[config.mk]
export PLATFORM = sky130hd
export DESIGN_NAME = http_chunked_body_decoder
export DESIGN_NICKNAME = d
export VERILOG_FILES = /design/src/rtl/hcbd_pkg.sv /design/src/rtl/hcbd_step.sv /design/src/rtl/http_chunked_body_decoder.sv
export SDC_FILE = /design/constraint.sdc
export NUM_CORES = 1
export LEC_CHECK = 0
export ABC_AREA = 0
export BUFFER_PORTS_ARGS = -buffer_cell sky130_fd_sc_hd__buf_2
export CORE_AREA = 3 3 110 139
export DETAILED_ROUTE_END_ITERATION = 10
export DIE_AREA = 0 0 113 142
export PLACE_DENSITY = 0.95
export SYNTH_ARGS = -nofsm -noshare
export SYNTH_HDL_FRONTEND = slang
export SYNTH_HIERARCHICAL = 1
export SYNTH_SLANG_ARGS = --single-unit
[constraint.sdc]
create_clock -name clk -period 9.3 [get_ports clk]
set_input_delay 0.465 -clock clk [delete_from_list [all_inputs] [get_ports clk]]
set_output_delay 0.465 -clock clk [all_outputs]
set_load 0.005 [all_outputs]
[src/rtl/hcbd_pkg.sv]
package hcbd_pkg;

	localparam int unsigned MAX_SIZE_LINE = 8;
	localparam int unsigned LINE_W = 4;
	localparam int unsigned SIZE_W = 32;
	localparam int unsigned DIGIT_W = 4;
	localparam logic [SIZE_W-1:0] MAX_CHUNK_RESET = 32'd16777216;
	localparam logic [DIGIT_W-1:0] DIGIT_SAT = 4'd15;

	localparam logic [7:0] CH_CR = 8'h0d;
	localparam logic [7:0] CH_LF = 8'h0a;
	localparam logic [7:0] CH_SEMI = 8'h3b;

	typedef enum logic [2:0] {
		PH_SIZE     = 3'd0,
		PH_BODY     = 3'd1,
		PH_TRAIL    = 3'd2,
		PH_TRAIL_LF = 3'd3,
		PH_DONE     = 3'd4,
		PH_ERROR    = 3'd5
	} phase_t;

	typedef enum logic [2:0] {
		ST_FRAME   = 3'd0,
		ST_BODY    = 3'd1,
		ST_DONE    = 3'd2,
		ST_ERROR   = 3'd3,
		ST_IGNORED = 3'd4
	} status_t;

	typedef struct packed {
		phase_t              phase;
		logic                cr_pending;
		logic [LINE_W-1:0]   line_length;
		logic                in_extension;
		logic [DIGIT_W-1:0]  digit_count;
		logic [SIZE_W-1:0]   size_acc;
		logic [SIZE_W-1:0]   bytes_remaining;
	} hcbd_state_t;

	localparam hcbd_state_t STATE_RESET = '{
		phase:           PH_SIZE,
		cr_pending:      1'b0,
		line_length:     '0,
		in_extension:    1'b0,
		digit_count:     '0,
		size_acc:        '0,
		bytes_remaining: '0
	};

endpackage

[src/rtl/hcbd_step.sv]
module hcbd_step (
	input  hcbd_pkg::hcbd_state_t         cur,
	input  logic [7:0]                    in_byte,
	input  logic                          restart,
	input  logic [hcbd_pkg::SIZE_W-1:0]   max_chunk_size,
	output hcbd_pkg::hcbd_state_t         nxt,
	output hcbd_pkg::status_t             status,
	output logic [7:0]                    body_byte
);
	import hcbd_pkg::*;

	localparam logic [LINE_W-1:0] LINE_MAX = LINE_W'(MAX_SIZE_LINE);

	hcbd_state_t        s;
	hcbd_state_t        n;
	status_t            st;
	logic [7:0]         body;
	logic               is_hex;
	logic [3:0]         hex_val;
	logic               go_on;
	logic [LINE_W-1:0]  ll;
	logic [SIZE_W-1:0]  rem_dec;

	always_comb begin
		is_hex  = 1'b1;
		hex_val = 4'd0;
		if (in_byte >= 8'h30 && in_byte <= 8'h39) begin
			hex_val = 4'(in_byte - 8'h30);
		end else if (in_byte >= 8'h61 && in_byte <= 8'h66) begin
			hex_val = 4'(in_byte - 8'h57);
		end else if (in_byte >= 8'h41 && in_byte <= 8'h46) begin
			hex_val = 4'(in_byte - 8'h37);
		end else begin
			is_hex = 1'b0;
		end
	end

	always_comb begin
		s       = restart ? STATE_RESET : cur;
		n       = s;
		st      = ST_FRAME;
		body    = 8'd0;
		go_on   = 1'b1;
		ll      = s.line_length;
		rem_dec = s.bytes_remaining - SIZE_W'(1);
		unique case (s.phase)
			PH_SIZE: begin
				if (s.cr_pending) begin
					n.cr_pending = 1'b0;
					go_on = 1'b0;
					if (in_byte == CH_LF) begin
						if (s.line_length == '0 || s.digit_count == '0 ||
							s.size_acc > max_chunk_size) begin
							n.phase = PH_ERROR;
							st = ST_ERROR;
						end else begin
							n = STATE_RESET;
							if (s.size_acc == '0) begin
								n.phase = PH_DONE;
								st = ST_DONE;
							end else begin
								n.phase = PH_BODY;
								n.bytes_remaining = s.size_acc;
							end
						end
					end else if (!s.in_extension || ll == LINE_MAX) begin
						n.phase = PH_ERROR;
						st = ST_ERROR;
					end else begin
						ll = ll + LINE_W'(1);
						n.line_length = ll;
						go_on = 1'b1;
					end
				end
				if (go_on) begin
					if (in_byte == CH_CR) begin
						n.cr_pending = 1'b1;
					end else if (ll == LINE_MAX) begin
						n.phase = PH_ERROR;
						st = ST_ERROR;
					end else begin
						n.line_length = ll + LINE_W'(1);
						if (s.in_extension) begin
							st = ST_FRAME;
						end else if (in_byte == CH_SEMI) begin
							if (s.digit_count == '0) begin
								n.phase = PH_ERROR;
								st = ST_ERROR;
							end else begin
								n.in_extension = 1'b1;
							end
						end else if (!is_hex || s.size_acc[SIZE_W-1 -: 4] != 4'd0) begin
							n.phase = PH_ERROR;
							st = ST_ERROR;
						end else begin
							n.size_acc = {s.size_acc[SIZE_W-5:0], hex_val};
							if (s.digit_count != DIGIT_SAT) begin
								n.digit_count = s.digit_count + DIGIT_W'(1);
							end
						end
					end
				end
			end
			PH_BODY: begin
				st = ST_BODY;
				body = in_byte;
				if (s.bytes_remaining == '0 || rem_dec == '0) begin
					n.bytes_remaining = '0;
					n.phase = PH_TRAIL;
				end else begin
					n.bytes_remaining = rem_dec;
				end
			end
			PH_TRAIL: begin
				if (in_byte == CH_CR) begin
					n.phase = PH_TRAIL_LF;
				end else if (in_byte == CH_LF) begin
					n = STATE_RESET;
					n.bytes_remaining = s.bytes_remaining;
				end else begin
					n.phase = PH_ERROR;
					st = ST_ERROR;
				end
			end
			PH_TRAIL_LF: begin
				if (in_byte == CH_LF) begin
					n = STATE_RESET;
					n.bytes_remaining = s.bytes_remaining;
				end else begin
					n.phase = PH_ERROR;
					st = ST_ERROR;
				end
			end
			PH_DONE: begin
				st = ST_IGNORED;
			end
			default: begin
				n.phase = PH_ERROR;
				st = ST_ERROR;
			end
		endcase
		nxt       = n;
		status    = st;
		body_byte = body;
	end

endmodule

[src/rtl/http_chunked_body_decoder.sv]
// Byte-serial HTTP/1.1 chunked body deframer. Each accepted byte yields exactly one result
// word (status plus body byte) through the input register and then the result register;
// a new byte is taken every cycle unless the output stalls, since the parser state is
// updated as a byte passes from the input register to the result register. max_chunk_size
// is written through cfg_valid/cfg_ready (always ready) and must only be changed while the
// decoder is idle. Completion and error are sticky until a byte arrives with restart set.
module http_chunked_body_decoder (
	input  logic                        clk,
	input  logic                        arst_n,
	input  logic                        in_valid,
	output logic                        in_stall,
	input  logic [7:0]                  in_byte,
	input  logic                        restart,
	output logic                        out_valid,
	input  logic                        out_stall,
	output logic [2:0]                  status,
	output logic [7:0]                  body_byte,
	input  logic                        cfg_valid,
	output logic                        cfg_ready,
	input  logic [hcbd_pkg::SIZE_W-1:0] cfg_data
);
	import hcbd_pkg::*;

	logic                valid_s1;
	logic [7:0]          byte_s1;
	logic                restart_s1;
	logic                valid_s2;
	status_t             status_s2;
	logic [7:0]          body_s2;
	logic [SIZE_W-1:0]   max_chunk_q;
	hcbd_state_t         state_q;
	hcbd_state_t         state_nxt;
	status_t             step_status;
	logic [7:0]          step_body;
	logic                adv;
	logic                take_in;

	assign adv       = !valid_s2 || !out_stall;
	assign in_stall  = valid_s1 && !adv;
	assign take_in   = in_valid && !in_stall;
	assign cfg_ready = 1'b1;

	hcbd_step u_step (
		.cur            (state_q),
		.in_byte        (byte_s1),
		.restart        (restart_s1),
		.max_chunk_size (max_chunk_q),
		.nxt            (state_nxt),
		.status         (step_status),
		.body_byte      (step_body)
	);

	always_ff @(posedge clk or negedge arst_n) begin
		if (!arst_n) begin
			valid_s1    <= 1'b0;
			valid_s2    <= 1'b0;
			state_q     <= STATE_RESET;
			max_chunk_q <= MAX_CHUNK_RESET;
		end else begin
			if (cfg_valid && cfg_ready) begin
				max_chunk_q <= cfg_data;
			end
			if (adv) begin
				valid_s2 <= valid_s1;
				if (valid_s1) begin
					state_q <= state_nxt;
				end
			end
			if (take_in) begin
				valid_s1 <= 1'b1;
			end else if (adv) begin
				valid_s1 <= 1'b0;
			end
		end
	end

	always_ff @(posedge clk) begin
		if (take_in) begin
			byte_s1    <= in_byte;
			restart_s1 <= restart;
		end
		if (adv && valid_s1) begin
			status_s2 <= step_status;
			body_s2   <= step_body;
		end
	end

	assign out_valid = valid_s2;
	assign status    = 3'(status_s2);
	assign body_byte = body_s2;

endmodule
==> results_dict.tcl, run 1 <==
set metrics [dict create \
    status "completed" \
    drt-pass1-iter-count 10 \
    worst_setup_path_end_kind "register" \
    crit_fanout 68 \
    finalCritPeriodShare_pct 65.37 \
    drv_cap 0 \
    fin_tns_setup_ns 0 \
    dr_wl_met3_um 3652 \
    wirelength_um 30160 \
    syn_avg_cell_area_um2 9.243 \
    fin_worst_skew_ns 0.01283 \
    post_cts_buffers 0 \
    worstSetupPathType "reg2reg" \
    io_buffers 58 \
    post_drt_via_cell_ratio 7.502 \
    top_layer_used "met4" \
    place_inst 1196 \
    grt_max_degree 89 \
    synth_most_common_cell "dfrtp_1" \
    yosysTopAreaCellShare_pct 29.28 \
    ys_ff_latch 131 \
    final_cells 1228 \
    wl_met2_um 14190 \
    relSlewSlack_pct 17.76 \
    whs_ns 0.1151 \
    yosys.area_share.simple_pct 18.27 \
    die_area_um2 16050 \
    grt_pass1_vias 8994 \
    hpwl_um 19540 \
    wl_per_cell_um 24.56 \
    synth_xor_area_share_pct 1.398 \
    rsz0062_at_grt "false" \
    ys_async_sr_fraction_pct 84.73 \
    pwr_density_cell_nw_per_um2 155.6 \
    crit_required_ns 9.61 \
    grt_pass1_wl_um 48020 \
    dr_total_vias 9213 \
    cts.reportedPaths.clkPinSlew_ns 0.06 \
    clockBufferDepth 2 \
    io_pins 60 \
    synth_area_leaders "dfrtp_1 29%, mux2_2 11%, edfxtp_1 6.4%" \
    ir_drop_v 0.0001811 \
    die-height_um 142 \
    yosys_warnings 6 \
    synth_adder_area_share_pct 5.857 \
    grt_usage_pct 37.77 \
    max_freq_mhz 164.5 \
    layout-drive-gt1-share_pct 20.48 \
    clock_latency_ns 0.44 \
    power_leakage_nw 4.899 \
    core-area_um2 14220 \
    synth_area_um2 9400 \
    report.final.slew_viol_count 0 \
    setup_viol 0 \
    drc 0 \
    synth_compound_area_share_pct 17.33 \
    synth.area.mux_share_pct 14.38 \
    initial_core_util_pct 66.09 \
    arrival_ns 6.39 \
    cts_tree "yes" \
    grt-ovfl-total 0 \
    clock-sinks 131 \
    drtIter0Drc 1521 \
    syn_nets 1107 \
    drtAntennaViolNets 0 \
    hold_viol 0 \
    ctsHoldBuffers 0 \
    gp_congestion 0.9750 \
    drt-met1-wl_um 9892 \
    synth_flop_cell "dfrtp_1" \
    antennaDiodeCount 0 \
    synth_top_cell_by_area "dfrtp_1" \
    synth_top_family_by_area "simple AND/OR/NAND/NOR gates" \
    post-place-ws_ns 3.602 \
    cts-root-buf "clkbuf_16" \
    synth_edf_count 20 \
    die_x_um 113 \
    area_delta_synth_final_pct 9.144 \
    antenna_found_initial 0 \
    worst_pin_slew_ns 1.234 \
    period_needed_ns 6.079 \
    layout_setup_ws_ns 3.221 \
    min_path_type "in2async" \
    critPathLaunchType "register" \
    synthTopCellsByCount "110 x dfrtp_1, 91 x mux2_2, 83 x inv_1, 83 x nand2_1, 60 x nor2_1" \
    nets 1127 \
    numCtsBuffers 17 \
    fp-row-count 49 \
    synth-seq-area-share_pct 35.95 \
    htreeDepth 4 \
    yosysUniqueCellTypes 81 \
    cts_resized 0 \
    syn_inst 1017 \
]
final timing paths:
check                      slack, ns       startpoint  cells after the start               to
max                             3.22       restart_s1                     13      state_q[25]
min in group clk                0.21       in_byte[5]                      1       byte_s1[5]
max in group asynchronous       7.96           arst_n                      2      state_q[17]
min                             0.12           arst_n                      1      state_q[27]
min reg2reg                     0.49  max_chunk_q[25]                      1  max_chunk_q[25]
max reg2reg                     3.22       restart_s1                     13      state_q[25]
worst max-delay path, stage by stage (launching register included):
cell and delay [ns]:
edfxtp_1 0.33, buf_4 0.59, inv_1 0.66, buf_4 0.46, nand2_1 0.20, ha_1 0.56, o21ai_0 0.43, o31ai_1 0.41
nand4_1 0.14, or4_1 0.41, or4_4 0.58, nand2_1 0.58, o221ai_1 0.28, mux2_2 0.31
logic make-up after synthesis:
kind of cell               after synthesis
adders and majority gates               44
buffers and inverters                  149
and+or+nand+nor                        323
AOI/OAI and AO/OA                      233
other                                    1
muxes                                  121
xor gates and xnor gates                15
DFF                                    131
layer usage:
layer,vias up,GRT usage (%)
li1,3802,-
met1,4265,43.02
met2,869,61.95
met3,277,11.61
met4,0,23.61
met5,-,0
layout by cell type, fill, tap and decap left out, drive strengths merged, types with 22 or more instances in the layout:
cell	instances
mux2	112
inv	85
o22ai	30
a21oi	41
nor2	60
nand2	83
o21ai	34
nor4	24
ha	44
buf	67
nand4	22
dfrtp	110
area by class of cell:
type                    count  area, um^2
multi-input cells         737        5388
repair buffers             67       360.3
fillers                   916        3964
inverters                  83       311.5
clock inverters            11       127.6
clock buffers              21       470.5
flip-flops and latches    131        3379
well taps                 178       222.7
power breakdown:
group          switching (W)  total (W)  internal [W]
clock               0.000273   0.000690      0.000417
sequential         0.0000320   0.000651      0.000619
combinational       0.000161   0.000255     0.0000942
total               0.000466    0.00160       0.00113
per-stage QoR:
step / cell area, um^2 / util [%] / total power, W
finish: 10260 / 72.13 / 0.001597
global route: 10260 / 72.13 / 0.001644
CTS: 10260 / 72.13 / 0.001586
detailed placement: 9662 / 67.93 / 0.0009008
global placement: 9662 / 67.93 / 0.0008857
floorplan: 9400 / - / 0.0008229
registers in the layout, indices dropped and copies added, names as in the netlist:
register and flops:
out_valid 1, status 3, max_chunk_q 32, body_byte 8
valid_s1 1, byte_s1 8, restart_s1 1, state_q 77
Note: power is estimated with default switching activity, not from simulation.
==> run 2, diff against run 1 <==
- CORE_AREA: 3 3 110 139 -> 3 3 120 151
- DIE_AREA: 0 0 113 142 -> 0 0 123 154
- PLACE_DENSITY: 0.95 -> 0.86
- clock period: 9.3 -> 5.5 ns (I/O delays scaled with it)
==> results_dict.tcl, run 2 (synthesized netlist as in run 1, its figures left out) <==
set metrics [dict create \
    pwr-share-comb_pct 16.0 \
    drt-pass1-iter-count 6 \
    largest_reg_flops 77 \
    crit_fanout 41 \
    drtAntennaViolNets 0 \
    die_area_um2 18940 \
    initial_core_util_pct 56.03 \
    drc 0 \
    cts-root-buf "clkbuf_16" \
    worstSetupPathType "reg2reg" \
    rrSetupSlack_ns 0.58 \
    area_delta_synth_final_pct 10.37 \
    period_needed_ns 4.916 \
    dr_total_vias 8675 \
    antennaDiodeCount 0 \
    critPathLaunchType "register" \
    min_path_type "in2reg" \
    cts_resized 0 \
    grt-ovfl-total 0 \
    post-route-cell-area_um2 10380 \
    hpwl_um 19050 \
    post-place-ws_ns 0.7941 \
    wirelength_um 27030 \
    setup_viol 0 \
    core-area_um2 16780 \
    pwr_density_cell_nw_per_um2 255.5 \
    max_freq_mhz 203.4 \
    arrival_ns 5.22 \
    nets 1136 \
    layout-drive-gt1-share_pct 21.15 \
    switching_share_pct 29.49 \
    drtIter0Drc 1131 \
    cts_tree "yes" \
    numCtsBuffers 17 \
    finalCritPeriodShare_pct 89.38 \
    p_seq_share_pct 41.4 \
    status "completed" \
    drv_cap 0 \
    p_switching_w 0.0007819 \
    report.final.slew_viol_count 0 \
    relSlewSlack_pct 25.94 \
    die_x_um 123 \
    die-height_um 154 \
    grt_pass1_wl_um 44220 \
    power_leakage_nw 4.938 \
    hold_viol 0 \
    io_pins 60 \
    fin_tns_setup_ns 0 \
    rsz0062_at_grt "false" \
    gp_congestion 0.9626 \
    clockBufferDepth 2 \
    layout_setup_ws_ns 0.5841 \
    grt_usage_pct 29.28 \
    fp-row-count 53 \
    htreeDepth 4 \
    fin_worst_skew_ns 0.01107 \
    clock-sinks 131 \
    largest_register "state_q" \
    wl_per_cell_um 21.13 \
    final_cell_mix "110 x dfrtp_1, 91 x mux2_2, 83 x inv_1, 83 x nand2_1, 60 x nor2_1" \
    cts.reportedPaths.clkPinSlew_ns 0.06 \
    crit_required_ns 5.81 \
    power_w 0.002651 \
    post_drt_via_cell_ratio 6.783 \
    antenna_found_initial 0 \
    clock_latency_ns 0.42 \
    grt_max_degree 69 \
    place_area_um2 9774 \
    io_buffers 58 \
    power_frac_clock_pct 42.7 \
    fill_cells 1334 \
    reg_top3 "state_q x77, max_chunk_q x32" \
    worst_setup_path_end_kind "register" \
    p_int_w 0.001869 \
    grt_pass1_vias 8423 \
    final_common_cell "dfrtp_1" \
    worst_pin_slew_ns 1.111 \
    ir_drop_v 0.0002449 \
]
run 2: what timing repair did:
| action | in CTS | in global routing |
|---|---|---|
| hold buffers | 1 | 0 |
| hold endpoints to repair | 42 | 0 |
| setup buffers | 0 | 0 |
run 2: final timing paths:
kind                            cells past startpoint   startpoint               to
worst max-delay path                               12   restart_s1      state_q[25]
worst min-delay path                                1   in_byte[7]       byte_s1[7]
worst max register to register                     12   restart_s1      state_q[25]
worst min register to register                      1  state_q[61]      state_q[61]
max in group asynchronous                           3       arst_n      state_q[71]
min in group asynchronous                           2       arst_n  max_chunk_q[12]
run 2: final cells by class:
class	instances	area [um^2]	share of cell area (%)
multi-input combinational	737	5388	51.93
sequential	131	3379	32.57
clock buffer	19	452.9	4.366
timing repair buffer	76	430.4	4.149
inverter	83	311.5	3.003
tap	220	275.3	2.653
clock inverter	13	137.6	1.327
run 2: routing by layer:
metal,GRT usage [%],wire [um],vias up
li1,-,-,3818
met2,46.47,12770,569
met5,0,0,-
met1,37.52,10130,4151
met4,15.30,1550,0
met3,5.997,2582,137
run 2: worst max-delay path: stages (launching register included):
cell and delay (ns):
edfxtp_1 0.34, buf_4 0.40, nor2b_1 0.19, inv_1 0.12, ha_1 0.54, o21ai_0 0.50
o31ai_1 0.46, nand4_1 0.14, or4_1 0.43, or4_4 0.58, nand2_1 0.50, o221ai_1 0.27
mux2_2 0.31
run 2: through the flow:
stage / hold slack [ns] / util, % / std cells
floorplan: -0.02059 / - / 1017
global placement: 0.2969 / 58.26 / 1246
detailed placement: 0.3029 / 58.26 / 1246
CTS: 0.01167 / 61.84 / 1279
global route: 0.01407 / 61.84 / 1279
finish: 0.02145 / 61.84 / 1279
run 2: power by group through the flow:
stage	combinational, W	clock [W]	sequential [W]
after global placement	0.000401	0	0.00111
after global routing	0.000465	0.00118	0.00110
after detailed placement	0.000410	0	0.00111
final	0.000424	0.00113	0.00110
after CTS	0.000415	0.00114	0.00110
after floorplan	0.000298	0	0.00109
==> run 3, diff against run 2 <==
- RECOVER_POWER: unset -> 100
==> results_dict.tcl, run 3 (synthesized netlist as in run 1, its figures left out) <==
set metrics [dict create \
    pwr_density_cell_nw_per_um2 256.4 \
    grt_pass1_vias 8423 \
    wirelength_um 27060 \
    clockBufferDepth 2 \
    min_from "in_byte[7]" \
    path_depth 12 \
    antennaDiodeCount 0 \
    power_leakage_nw 4.887 \
    post_drt_via_cell_ratio 6.793 \
    worst-path-buf-inv 2 \
    cts-root-buf "clkbuf_16" \
    clock_latency_ns 0.43 \
    hpwl_um 19050 \
    io_pins 60 \
    die_area_um2 18940 \
    htreeDepth 4 \
    arrival_ns 5.30 \
    nets 1136 \
    gp_congestion 0.9626 \
    setup_viol 0 \
    violations "capacitance limit, slew limit" \
    drt-pass1-iter-count 6 \
    area_delta_synth_final_pct 9.969 \
    core-area_um2 16780 \
    power_w 0.002651 \
    hold_viol 0 \
    p_switching_w 0.0007844 \
    largest_reg_flops 77 \
    post_cts_buffers 0 \
    switching_share_pct 29.59 \
    io_buffers 58 \
    final_cell_mix "110 x dfrtp_1, 91 x mux2_2, 83 x inv_1, 83 x nand2_1, 60 x nor2_1" \
    slowest_stage "or4_1" \
    slowest_delay_ns 0.65 \
    drtAntennaViolNets 0 \
    period_needed_ns 4.997 \
    drtIter0Drc 1209 \
    wl_per_cell_um 21.15 \
    post-place-ws_ns 0.7941 \
    fin_tns_setup_ns 0 \
    grt-ovfl-total 0 \
    rsz0062_at_grt "false" \
    dr_total_vias 8688 \
    grt_pass1_wl_um 44220 \
    grt_max_degree 69 \
    drv_cap 5 \
    relSlewSlack_pct -57.02 \
    antenna_found_initial 0 \
    fp-row-count 53 \
    worstPathCellList "buf_4 > nor2b_1 > inv_1 > ha_1 > o21ai_0 > o31ai_1 > nand4_1 > or4_1 > or4_1 > nand2_1 > o221ai_1 > mux2_2" \
    whs_ns 0.02079 \
    cts.reportedPaths.clkPinSlew_ns 0.06 \
    hold_path_depth 1 \
    fill_cells 1344 \
    crit_fanout 41 \
    finalCritPeriodShare_pct 90.85 \
    status "complete, but fails checks" \
    layout-drive-gt1-share_pct 19.74 \
    max_freq_mhz 200.1 \
    drc 0 \
    layout_setup_ws_ns 0.5034 \
    worstSetupStartpoint "restart_s1" \
    numCtsBuffers 17 \
    crit_required_ns 5.81 \
    worst_setup_path_end_kind "register" \
    ir_drop_v 0.0002443 \
    fin_worst_skew_ns 0.01257 \
    worstSetupPathType "reg2reg" \
    grt_usage_pct 29.28 \
    cts_resized 0 \
    initial_core_util_pct 56.03 \
    reg_top3 "state_q x77, max_chunk_q x32" \
    die_x_um 123 \
    min_path_type "in2reg" \
    crit_family "simple AND/OR/NAND/NOR gates" \
    pwr-share-comb_pct 15.9 \
    worst_pin_slew_ns 2.355 \
    report.final.slew_viol_count 187 \
    largest_register "state_q" \
    power_frac_clock_pct 42.7 \
    die-height_um 154 \
    cp_common_cell "or4_1" \
    p_int_w 0.001867 \
    ff2ff_path_depth 12 \
    final_common_cell "dfrtp_1" \
    critPathLaunchType "register" \
    p_seq_share_pct 41.4 \
    r2r-start "restart_s1" \
    cts_tree "yes" \
    clock-sinks 131 \
]
-- run 3: stage by stage --
stage	std cells	instance area, um^2	util, %
global route	1279	10340	61.62
global placement	1246	9774	58.26
CTS	1279	10380	61.84
finish	1279	10340	61.62
detailed placement	1246	9774	58.26
floorplan	1017	9400	-
-- run 3: power groups by stage --
stage | clock network, W | registers [W] | logic [W]
floorplan | 0 | 0.00109 | 0.000298
global placement | 0 | 0.00111 | 0.000401
detailed placement | 0 | 0.00111 | 0.000410
CTS | 0.00114 | 0.00110 | 0.000415
global route | 0.00118 | 0.00110 | 0.000461
finish | 0.00113 | 0.00110 | 0.000422
-- run 3: timing repair --
item | CTS | global route
hold endpoints to repair | 42 | 0
hold buffers | 1 | 0
setup endpoints to repair | 0 | 0
-- run 3: cell type report --
cell class                      instances  area, um^2  share of cell area (%)
Multi-Input combinational cell        737        5370                   51.95
Sequential cell                       131        3379                   32.69
Clock buffer                           19       452.9                   4.382
Timing Repair Buffer                   76       410.4                   3.970
Inverter                               83       311.5                   3.014
Tap cell                              220       275.3                   2.663
Clock inverter                         13       137.6                   1.331
-- run 3: layer usage --
layer	vias up	GRT usage [%]	part of all wire, %
li1	3830	-	-
met2	570	46.47	47
met5	-	0	0
met3	141	5.997	8.6
met4	0	15.30	5.7
met1	4147	37.52	38
-- run 3: path summary, 6_finish.rpt --
kind	to	slack [ns]
worst max-delay path	state_q[25]	0.50
worst min-delay path	byte_s1[7]	0.02
worst max register to register	state_q[25]	0.50
worst min register to register	state_q[54]	0.49
max in group asynchronous	state_q[71]	1.60
min in group asynchronous	max_chunk_q[12]	1.11
